File: src/hdl/rat_pkg.sv
// shared types and constants for the rational add / multiply / compare unit
`default_nettype none

package rat_pkg;

  // operand width, numerators and denominators
  localparam int FIELD_BITS = 16;

  // internal widths follow from the operand width
  localparam int PROD_W    = 2 * FIELD_BITS;
  localparam int SUM_W     = PROD_W + 1;
  localparam int SH_W      = $clog2(SUM_W + 1);
  localparam int DIV_STEPS = SUM_W;
  localparam int CNT_W     = $clog2(DIV_STEPS);

  // result field widths
  localparam int NUM_W = 33;
  localparam int DEN_W = 32;

  // operation codes
  localparam logic [1:0] KIND_ADD  = 2'd0;
  localparam logic [1:0] KIND_MUL  = 2'd1;
  localparam logic [1:0] KIND_CMP  = 2'd2;
  localparam logic [1:0] KIND_NONE = 2'd3;  // unused code, every result field reads zero

  // multiplier operand selection
  localparam logic [1:0] MSEL_NUM = 2'd0;  // an*bd (add) or an*bn (mul)
  localparam logic [1:0] MSEL_CRS = 2'd1;  // ad*bn
  localparam logic [1:0] MSEL_DEN = 2'd2;  // ad*bd

  typedef struct packed {
    logic       load;
    logic       mul_en;
    logic [1:0] mul_sel;
    logic       sum_en;
    logic       gcd_init;
    logic       gcd_step;
    logic       div_init;
    logic       div_step;
    logic       finish;
  } rat_cmd_t;

  typedef struct packed {
    logic arith;
    logic num_zero;
    logic gcd_done;
  } rat_sts_t;

endpackage

`default_nettype wire

File: src/hdl/rat_ctrl.sv
// controller state machine sequencing the rational datapath
`default_nettype none

module rat_ctrl (
  input  wire logic              clk_i,
  input  wire logic              rst_ni,
  input  wire logic              start,
  output logic                   busy,
  output logic                   done_o,
  input  wire rat_pkg::rat_sts_t sts_i,
  output rat_pkg::rat_cmd_t      cmd_o
);
  import rat_pkg::*;

  localparam logic [3:0] ST_IDLE  = 4'd0;
  localparam logic [3:0] ST_CHECK = 4'd1;
  localparam logic [3:0] ST_MUL   = 4'd2;
  localparam logic [3:0] ST_SUM   = 4'd3;
  localparam logic [3:0] ST_GINIT = 4'd4;
  localparam logic [3:0] ST_GCD   = 4'd5;
  localparam logic [3:0] ST_DIV   = 4'd6;
  localparam logic [3:0] ST_FIN   = 4'd7;
  localparam logic [3:0] ST_DONE  = 4'd8;

  logic [3:0]       state_q, state_d;
  logic [CNT_W-1:0] cnt_q, cnt_d;
  logic             accept;

  assign busy   = !((state_q == ST_IDLE) || (state_q == ST_DONE));
  assign done_o = (state_q == ST_DONE);
  assign accept = start && !busy;

  always_comb begin
    state_d = state_q;
    cnt_d   = cnt_q;
    cmd_o   = '0;
    case (state_q)
      ST_IDLE, ST_DONE: begin
        if (accept) begin
          cmd_o.load = 1'b1;
          state_d    = ST_CHECK;
        end else begin
          state_d = ST_IDLE;
        end
      end
      ST_CHECK: begin
        cnt_d = '0;
        if (sts_i.arith) begin
          state_d = ST_MUL;
        end else begin
          cmd_o.finish = 1'b1;
          state_d      = ST_DONE;
        end
      end
      ST_MUL: begin
        cmd_o.mul_en  = 1'b1;
        cmd_o.mul_sel = cnt_q[1:0];
        cnt_d         = cnt_q + 1'b1;
        if (cnt_q[1:0] == MSEL_DEN) begin
          state_d = ST_SUM;
        end
      end
      ST_SUM: begin
        cmd_o.sum_en = 1'b1;
        state_d      = ST_GINIT;
      end
      ST_GINIT: begin
        if (sts_i.num_zero) begin
          cmd_o.finish = 1'b1;
          state_d      = ST_DONE;
        end else begin
          cmd_o.gcd_init = 1'b1;
          state_d        = ST_GCD;
        end
      end
      ST_GCD: begin
        cnt_d = '0;
        if (sts_i.gcd_done) begin
          cmd_o.div_init = 1'b1;
          state_d        = ST_DIV;
        end else begin
          cmd_o.gcd_step = 1'b1;
        end
      end
      ST_DIV: begin
        cmd_o.div_step = 1'b1;
        cnt_d          = cnt_q + 1'b1;
        if (cnt_q == CNT_W'(DIV_STEPS - 1)) begin
          state_d = ST_FIN;
        end
      end
      ST_FIN: begin
        cmd_o.finish = 1'b1;
        state_d      = ST_DONE;
      end
      default: begin
        state_d = ST_IDLE;
      end
    endcase
  end

  always_ff @(posedge clk_i or negedge rst_ni) begin
    if (!rst_ni) begin
      state_q <= ST_IDLE;
      cnt_q   <= '0;
    end else begin
      state_q <= state_d;
      cnt_q   <= cnt_d;
    end
  end

  a_finish_done: assert property (@(posedge clk_i) disable iff (!rst_ni)
    cmd_o.finish |=> done_o)
    else $error("finish not followed by result strobe");

  a_gcd_live: assert property (@(posedge clk_i) disable iff (!rst_ni)
    cmd_o.gcd_step |-> !sts_i.gcd_done)
    else $error("gcd step issued after gcd finished");

  a_div_cnt: assert property (@(posedge clk_i) disable iff (!rst_ni)
    (state_q == ST_DIV) |-> (cnt_q <= CNT_W'(DIV_STEPS - 1)))
    else $error("divide step counter overran");

endmodule

`default_nettype wire

File: src/hdl/rat_dpath.sv
// datapath: shared multiplier, binary gcd and twin restoring dividers
`default_nettype none

module rat_dpath (
  input  wire logic                               clk_i,
  input  wire rat_pkg::rat_cmd_t                  cmd_i,
  output rat_pkg::rat_sts_t                       sts_o,
  input  wire logic [1:0]                         kind_i,
  input  wire logic [rat_pkg::FIELD_BITS-1:0]     a_num_i,
  input  wire logic [rat_pkg::FIELD_BITS-1:0]     a_den_i,
  input  wire logic [rat_pkg::FIELD_BITS-1:0]     b_num_i,
  input  wire logic [rat_pkg::FIELD_BITS-1:0]     b_den_i,
  output logic [rat_pkg::NUM_W-1:0]               res_num_o,
  output logic [rat_pkg::DEN_W-1:0]               res_den_o,
  output logic                                    res_empty_o,
  output logic                                    is_equal_o
);
  import rat_pkg::*;

  logic [1:0]            kind_q;
  logic [FIELD_BITS-1:0] an_q, ad_q, bn_q, bd_q;
  logic [PROD_W-1:0]     p0_q, p1_q, den_q;
  logic [SUM_W-1:0]      num_q;
  logic [SUM_W-1:0]      gx_q, gy_q;
  logic [SH_W-1:0]       gk_q;
  logic [PROD_W-1:0]     g_q;
  logic [SUM_W-1:0]      qn_q, qd_q, rn_q, rd_q;
  logic [NUM_W-1:0]      res_num_q;
  logic [DEN_W-1:0]      res_den_q;
  logic                  res_empty_q, is_equal_q;

  logic                  empty, arith, is_add;
  logic [FIELD_BITS-1:0] mul_a, mul_b;
  logic [PROD_W-1:0]     mul_p;
  logic                  g_ge;
  logic [SUM_W-1:0]      g_diff;
  logic [SUM_W-1:0]      trial_n, trial_d, g_ext;
  logic                  take_n, take_d;

  assign empty  = (ad_q == '0) || (bd_q == '0);
  assign is_add = (kind_q == KIND_ADD);
  assign arith  = ((kind_q == KIND_ADD) || (kind_q == KIND_MUL)) && !empty;

  assign sts_o.arith    = arith;
  assign sts_o.num_zero = (num_q == '0);
  assign sts_o.gcd_done = (gx_q == '0) || (gy_q == '0);

  // one multiplier, operands chosen per step
  always_comb begin
    case (cmd_i.mul_sel)
      MSEL_NUM: begin
        mul_a = an_q;
        mul_b = is_add ? bd_q : bn_q;
      end
      MSEL_CRS: begin
        mul_a = ad_q;
        mul_b = bn_q;
      end
      default: begin
        mul_a = ad_q;
        mul_b = bd_q;
      end
    endcase
  end
  assign mul_p = PROD_W'(mul_a) * PROD_W'(mul_b);

  // binary gcd, odd-odd step subtracts and halves
  assign g_ge   = (gx_q >= gy_q);
  assign g_diff = g_ge ? (gx_q - gy_q) : (gy_q - gx_q);

  // restoring division of numerator and denominator by the gcd
  assign g_ext   = SUM_W'(g_q);
  assign trial_n = {rn_q[SUM_W-2:0], qn_q[SUM_W-1]};
  assign trial_d = {rd_q[SUM_W-2:0], qd_q[SUM_W-1]};
  assign take_n  = (trial_n >= g_ext);
  assign take_d  = (trial_d >= g_ext);

  always_ff @(posedge clk_i) begin
    if (cmd_i.load) begin
      kind_q <= kind_i;
      an_q   <= a_num_i;
      ad_q   <= a_den_i;
      bn_q   <= b_num_i;
      bd_q   <= b_den_i;
    end
    if (cmd_i.mul_en) begin
      case (cmd_i.mul_sel)
        MSEL_NUM: p0_q  <= mul_p;
        MSEL_CRS: p1_q  <= mul_p;
        default:  den_q <= mul_p;
      endcase
    end
    if (cmd_i.sum_en) begin
      num_q <= SUM_W'(p0_q) + (is_add ? SUM_W'(p1_q) : '0);
    end
    if (cmd_i.gcd_init) begin
      gx_q <= num_q;
      gy_q <= SUM_W'(den_q);
      gk_q <= '0;
    end else if (cmd_i.gcd_step) begin
      if (!gx_q[0] && !gy_q[0]) begin
        gx_q <= gx_q >> 1;
        gy_q <= gy_q >> 1;
        gk_q <= gk_q + 1'b1;
      end else if (!gx_q[0]) begin
        gx_q <= gx_q >> 1;
      end else if (!gy_q[0]) begin
        gy_q <= gy_q >> 1;
      end else if (g_ge) begin
        gx_q <= g_diff >> 1;
      end else begin
        gy_q <= g_diff >> 1;
      end
    end
    if (cmd_i.div_init) begin
      g_q  <= PROD_W'((gx_q | gy_q) << gk_q);
      qn_q <= num_q;
      qd_q <= SUM_W'(den_q);
      rn_q <= '0;
      rd_q <= '0;
    end else if (cmd_i.div_step) begin
      rn_q <= take_n ? (trial_n - g_ext) : trial_n;
      rd_q <= take_d ? (trial_d - g_ext) : trial_d;
      qn_q <= {qn_q[SUM_W-2:0], take_n};
      qd_q <= {qd_q[SUM_W-2:0], take_d};
    end
    if (cmd_i.finish) begin
      if (arith) begin
        res_empty_q <= 1'b0;
        is_equal_q  <= 1'b0;
        if (num_q == '0) begin
          res_num_q <= '0;
          res_den_q <= DEN_W'(den_q);
        end else begin
          res_num_q <= NUM_W'(qn_q);
          res_den_q <= DEN_W'(qd_q);
        end
      end else begin
        res_num_q   <= '0;
        res_den_q   <= '0;
        res_empty_q <= empty && (kind_q != KIND_NONE);
        is_equal_q  <= (kind_q == KIND_CMP) && !empty && (an_q == bn_q) && (ad_q == bd_q);
      end
    end
  end

  assign res_num_o   = res_num_q;
  assign res_den_o   = res_den_q;
  assign res_empty_o = res_empty_q;
  assign is_equal_o  = is_equal_q;

  a_div_nonzero: assert property (@(posedge clk_i)
    cmd_i.div_step |-> (g_q != '0))
    else $error("division by a zero gcd");

  a_den_nonzero: assert property (@(posedge clk_i)
    (cmd_i.finish && arith) |=> (res_den_o != '0))
    else $error("arithmetic result with zero denominator");

endmodule

`default_nettype wire

File: src/hdl/rational_add_mul_reduce.sv
// top level of the rational add / multiply / compare unit
// timing: compare, empty operand and unused code go straight to done_o after the check;
//   a zero sum or product finishes after the sum, else the gcd loop and divider run;
//   the gcd loop (one shift or subtract per cycle) and the 33-step divider set the length
// throughput: one item at a time, next start taken in the cycle done_o is high
// reset: rst_ni low returns the controller to idle, busy low, no strobe;
//   results are strobed for one cycle and the receiver cannot stall
`default_nettype none

module rational_add_mul_reduce (
  input  wire logic                           clk_i,
  input  wire logic                           rst_ni,
  input  wire logic                           start,
  output logic                                busy,
  input  wire logic [1:0]                     kind_i,
  input  wire logic [rat_pkg::FIELD_BITS-1:0] a_num_i,
  input  wire logic [rat_pkg::FIELD_BITS-1:0] a_den_i,
  input  wire logic [rat_pkg::FIELD_BITS-1:0] b_num_i,
  input  wire logic [rat_pkg::FIELD_BITS-1:0] b_den_i,
  output logic                                done_o,
  output logic [rat_pkg::NUM_W-1:0]           res_num_o,
  output logic [rat_pkg::DEN_W-1:0]           res_den_o,
  output logic                                res_empty_o,
  output logic                                is_equal_o
);
  import rat_pkg::*;

  // command and status between sequencer and datapath
  rat_cmd_t cmd;
  rat_sts_t sts;

  // sequencer: load, multiply steps, sum, gcd loop, divide loop, result beat
  rat_ctrl u_ctrl (
    .clk_i  (clk_i),
    .rst_ni (rst_ni),
    .start  (start),
    .busy   (busy),
    .done_o (done_o),
    .sts_i  (sts),
    .cmd_o  (cmd)
  );

  // datapath holds the operands and the registered result fields
  rat_dpath u_dpath (
    .clk_i       (clk_i),
    .cmd_i       (cmd),
    .sts_o       (sts),
    .kind_i      (kind_i),
    .a_num_i     (a_num_i),
    .a_den_i     (a_den_i),
    .b_num_i     (b_num_i),
    .b_den_i     (b_den_i),
    .res_num_o   (res_num_o),
    .res_den_o   (res_den_o),
    .res_empty_o (res_empty_o),
    .is_equal_o  (is_equal_o)
  );

endmodule

`default_nettype wire
File: config.mk
export PLATFORM = sky130hd
export DESIGN_NAME = rational_add_mul_reduce
export DESIGN_NICKNAME = d
export VERILOG_FILES = /design/src/hdl/rat_pkg.sv /design/src/hdl/rat_ctrl.sv /design/src/hdl/rat_dpath.sv /design/src/hdl/rational_add_mul_reduce.sv
export SDC_FILE = /design/constraint.sdc
export NUM_CORES = 2
export LEC_CHECK = 0
export BUFFER_PORTS_ARGS = -buffer_cell sky130_fd_sc_hd__buf_4
export CORE_UTILIZATION = 55
export DETAILED_ROUTE_END_ITERATION = 8
export GPL_TIMING_DRIVEN = 0
export PLACE_DENSITY_LB_ADDON = 0.15
export SLEW_MARGIN = 30
export SYNTH_ARGS = -nofsm -noshare
export SYNTH_HDL_FRONTEND = slang
export SYNTH_SLANG_ARGS = --single-unit
File: constraint.sdc
create_clock -name clk_i -period 9.01 [get_ports clk_i]
set_input_delay 1.802 -clock clk_i [delete_from_list [all_inputs] [get_ports clk_i]]
set_output_delay 1.802 -clock clk_i [all_outputs]
set_load 0.05 [all_outputs]
; ---- Word level (Yosys, flattened, before mapping)
; Index checks and enable logic that the tools add are counted.
[word_totals]
register_bits = 506
out_inout_bits = 69
word_cells = 152
[op_classes]
add_sub_neg = 7
multipliers = 1
order_cmp = 3
eq_ne = 23
n_shift = 1
mux = 45
bitwise = 3
n_reduce_logical = 42
[op_table]
columns = cell, count
row1 = $mux 33, 13
row2 = $mux 32, 8
row3 = $logic_not 33->1, 3
row4 = $ge 33x32->1, 2
row5 = $sub 33x33->33, 2
row6 = $sub 32x32->32, 2
row7 = $add 32x33->33, 1
row8 = $ge 33x33->1, 1
row9 = $or 33x33->33, 1
row10 = $shl 33x6->32, 1
row11 = $eq 16x16->1, 2
row12 = $logic_not 16->1, 2
row13 = $mul 16x16->32, 1
row14 = $mux 16, 2
row15 = $pmux 16 s2, 1
row16 = $pmux 4 s8, 1
row17 = $mux 4, 5
row18 = $eq 4x3->1 const B, 4
row19 = $add 6x1->6 const B, 2
row20 = $ne 4x4->1 const B, 3
row21 = $pmux 6 s2, 1
row22 = $reduce_and 3->1, 4
row23 = $mux 1, 11
row24 = $reduce_and 2->1, 5
row25 = 21 further kinds, 47

; ---- Logic depth before layout (Yosys ltp)
[depth]
depth_word = 8
depth_mapped = 30
ltp_nobuf = 27

; ---- Modules after synthesis
; From an unflattened synthesis, not the netlist that was laid out.
[unflattened]
cells_unflattened = 4024
hier_area_um2 = 39868.2
[by_module_without_submodules]
columns = module, instances, cells_each, area_per_inst_um2, seq_area_each_um2
row1 = rat_dpath, 1, 3926, 39090.0, 14153.6
row2 = rat_ctrl, 1, 98, 778.2, 250.2

; ---- Least setup slack after synthesis
; OpenSTA, ideal clock, no wires.
[synth_path]
path_kind = register -> register
startpoint = register u_ctrl.state_q[0]
endpoint = register u_dpath.den_q[28], data pin
setup_ns = 0.269
t_arrival_ns = 8.548
required_ns = 8.741
path_slack_ns = 0.193
stages_incl_launch_ff = 28
period_less_slack_ns = 8.817
cell_sequence = dfrtp_1 nand2b_1 or3_1 clkbuf_1 nor2_1 a21oi_1 buf_2 buf_2 mux2_2 clkbuf_1 nand2_1 fa_1 fa_1 inv_1 fa_1 fa_1 fa_1 inv_1 fa_1 inv_1 ha_1 a2111oi_0 nor2b_1 or3_1 o221a_2 a221oi_1 o21bai_1 xor2_1
[synth_between]
elab_chain_cells = 5
elab_cells_between_ends = 7
[synth_rtl]
columns = element, line_no
row1 = "start, declared", rat_ctrl.sv:25  ; logic [3:0] state_q, state_d;
row2 = "start signal, assigned", rat_ctrl.sv:107  ; state_q <= state_d;
row3 = $eq 4x2->1 (*), rat_ctrl.sv:37  ; case (state_q)
row4 = $mux 3 (*), rat_ctrl.sv:37
row5 = $eq 2x1->1 / $logic_not 2->1 (equally long branches), rat_dpath.sv:50  ; case (cmd_i.mul_sel)
row6 = $pmux 16 s2 / $mux 16 (equally long branches), rat_dpath.sv:50
row7 = $mul 16x16->32 (*), rat_dpath.sv:65  ; assign mul_p = PROD_W'(mul_a) * PROD_W'(mul_b);
row8 = via u_dpath.mul_p[28], rat_dpath.sv:34  ; logic [PROD_W-1:0] mul_p;
row9 = "end signal, assigned", rat_dpath.sv:90  ; default: den_q <= mul_p;
row10 = "end, declared", rat_dpath.sv:22  ; logic [PROD_W-1:0] p0_q, p1_q, den_q;
; The timed path passes the listed nets; every way through them passes the cells marked *.
; A chain may end at the register's enable or synchronous reset.

; ---- Worst setup path after layout
[layout_path]
startpoint = register u_ctrl.state_q[0]
endpoint = register u_dpath.p1_q[28], data pin
[layout_between]
elab_chain_cells = 5
elab_cells_between_ends = 7
[layout_rtl]
columns = element, line_no
row1 = $eq 4x2->1 (*), rat_ctrl.sv:37
row2 = $mux 3 (*), rat_ctrl.sv:37
row3 = $eq 2x1->1 / $logic_not 2->1 (equally long branches), rat_dpath.sv:50
row4 = $pmux 16 s2 / $mux 16 (equally long branches), rat_dpath.sv:50
row5 = $mul 16x16->32 (*), rat_dpath.sv:65
row6 = via u_dpath.mul_p[28], rat_dpath.sv:34
row7 = "end signal, assigned", rat_dpath.sv:89  ; MSEL_CRS: p1_q <= mul_p;
row8 = "end, declared", rat_dpath.sv:22
; Marked as above.

==> results.ini <==
[yosys]
synth_top_family_by_area=adder cells
synth_cell_types=93
synth_top_area_share_pct=32.0
ys_seq_area_share_pct=36.2
syn_nets=4791
ys_ff_latch=505
async_reset_ff_share_pct=1.98
netlist_instances=4222
synthXorXnorAreaFrac_pct=4.22
syn_avg_cell_area_um2=9.43
synth_compound_area_share_pct=13.7
yosys.area_share.adder_pct=19.5
synth_top_area_cell=edfxtp_1
synth.top_cells.by_area=edfxtp_1 32%, fa_1 10%, ha_1 9.5%
synthSimpleGateAreaFrac_pct=16.1
muxShareOfSynthArea_pct=4.60
synth_edf_count=424
ys.flop_type=edfxtp_1
synth_warnings=0
syn_area_um2=39800

[critical_path]
start_kind=flop
cp_slowest_stage_delay_ns=0.54
cp_top_family=adder cells
cp_slowest_cell=fa_1
cp_max_fo=10
crit_arrival_ns=9.13
crit_buf_inv=8
crit_path_end_kind=flop
cp_data_required_time_ns=9.40
path_common_cell=fa_1
crit_type=flop to flop

[route]
drc=0
drt_iter0_drc=3478
via_count=33300
wl_met3_um=12300
first_pass_iters=6
vias_per_cell=6.12
wirelength_um=131000
drtAntennaViolNets=0
top_layer=met4
routedWlPerCell_um=24.1
wl_met2_um=58600
wl_met1_um=55100

[sta]
setup_viol=0
slew_viol_final=0
fin_crit_ns=8.73
fin_skew_ns=0.0699
max_freq_mhz=115
setup_slack_ns=0.276
fin_crit_sh_pct=96.9
relSlewSlack_pct=31.0
worst_pin_slew_ns=1.03
worst_hold_slack_ns=0.469
hold_viol_final=0

[floorplan]
initial_utilization_pct=55.6
io-pin-count=138
die_h_um=271
die_w_um=271
row_count=98
core_area_um2=71600
die_area_um2=73500

[global_routing]
grt_pass1_wl_um=198000
grt_pass1_vias=32400
grt_use_total_pct=35.5
antenna_found_initial=2
grt_max_degree=51
grt_remaining_overflow=0

[final_layout]
drive_gt1_share_pct=9.43
multi_input_comb_area_um2=23600
n_fill_cell=6033
layout.area.seq_um2=14400
areaGrowthSynthToFinish_pct=13.0
stdcell_count=5435
fin_nets=5006

[place]
port_buffers=137
place_ws_ns=-1.14
dp_hpwl_um=104000
gp_congestion=1.02
place_inst=5324

[clock_tree]
cts_root_buffer=clkbuf_16
clockBufferDepth=3
cts_inserted_buffers=57
cts_hold_buffers=0
clkSlewWorstSetupHoldPaths_ns=0.06
clk-insertion-delay-late_ns=0.66
cts_max_level=2
cts.sinks=505
cts_tree=yes

[run]
cap_violations=0

[hold_path]
hp-class=flop to flop

[outcome]
status=complete, no violations

==> final timing paths <==
| check | start | end | slack (ns) | cells past startpoint |
|---|---|---|---|---|
| worst max-delay path | u_ctrl.state_q[0] | u_dpath.p1_q[28] | 0.28 | 28 |
| worst min-delay path | u_dpath.rd_q[6] | u_dpath.rd_q[7] | 0.47 | 2 |
| worst max register to register | u_ctrl.state_q[0] | u_dpath.p1_q[28] | 0.28 | 28 |
| worst min register to register | u_dpath.rd_q[6] | u_dpath.rd_q[7] | 0.47 | 2 |
| max in group asynchronous | rst_ni | u_ctrl.cnt_q[3] | 7.88 | 1 |
| min in group asynchronous | rst_ni | u_ctrl.cnt_q[2] | 0.97 | 1 |
==> worst min-delay path, stage by stage (launching register included) <==
cell,delay [ns]
dfxtp_1,0.33
nand2_1,0.07
o211ai_1,0.07
==> sequential cells by signal, indices dropped and copies added (netlist names), 32 cells and up <==
| name | flops |
|---|---|
| u_dpath.res_num_o | 33 |
| u_dpath.p1_q | 32 |
| u_dpath.res_den_o | 32 |
| u_dpath.qn_q | 33 |
| u_dpath.num_q | 33 |
| u_dpath.rn_q | 32 |
| u_dpath.gy_q | 32 |
| u_dpath.g_q | 32 |
| u_dpath.qd_q | 33 |
| u_dpath.gx_q | 33 |
| u_dpath.den_q | 32 |
| u_dpath.rd_q | 32 |
| u_dpath.p0_q | 32 |
==> cells in the mapped netlist, types with 83 or more instances <==
cell,n
xnor2_1,126
nor2_1,419
mux2i_1,111
edfxtp_1,424
inv_1,406
nand2_1,540
a21oi_1,258
and2_1,83
clkbuf_1,137
o21ai_0,149
ha_1,301
fa_1,199
==> area by class of cell <==
class	instances	share of cell area [%]
well taps	950	2.64
clock inverters	32	1.12
plain buffers	172	1.64
repair buffers	162	3.26
multi-input cells	3125	52.3
flip-flops and latches	505	32.0
inverters	414	3.46
clock buffers	74	3.54
diodes	1	0.00556
==> per-stage QoR <==
stage / setup TNS, ns / utilization (%) / instance area [um2]
6_report: 0 / 62.9 / 45000
2_1_floorplan: 0 / - / 39800
3_3_place_gp: -106.22 / 58.7 / 42000
3_5_place_dp: -23.01 / 59.3 / 42400
5_1_grt: -0.0198 / 62.9 / 45000
4_1_cts: 0 / 62.5 / 44800
==> placed cells by master (no fill, tap or decap), types with 131 or more instances in the layout <==
cell type  netlist  final
nand2_1        540    539
nor2_1         419    415
o21ai_0        149    147
fa_1           199    199
buf_4            3    152
inv_1          406    405
a21oi_1        258    256
clkbuf_1       137    131
ha_1           301    301
edfxtp_1       424    424
==> timing repair <==
action | in CTS | in global routing
setup buffers | 1 | 9
endpoints found under the setup margin | 41 | 27
endpoints found under the hold margin | 0 | 0
resized for setup | 46 | 31
pin swaps | 1 | 2
==> cells by family after synthesis <==
logic type | count (synthesis)
simple gates | 1422
compound gates | 847
buf+inv | 592
flops | 505
fa+ha+maj | 500
xor+xnor | 192
mux | 164
==> routing by layer <==
| layer | global-route usage (%) | up-vias |
|---|---|---|
| met5 | 0 | - |
| met3 | 6.89 | 278 |
| li1 | - | 15200 |
| met4 | 12.2 | 0 |
| met2 | 55.0 | 1569 |
| met1 | 49.7 | 16200 |
Power is not shown: default switching activity piles up to over one toggle a cycle in this logic, so the estimate is an artifact.
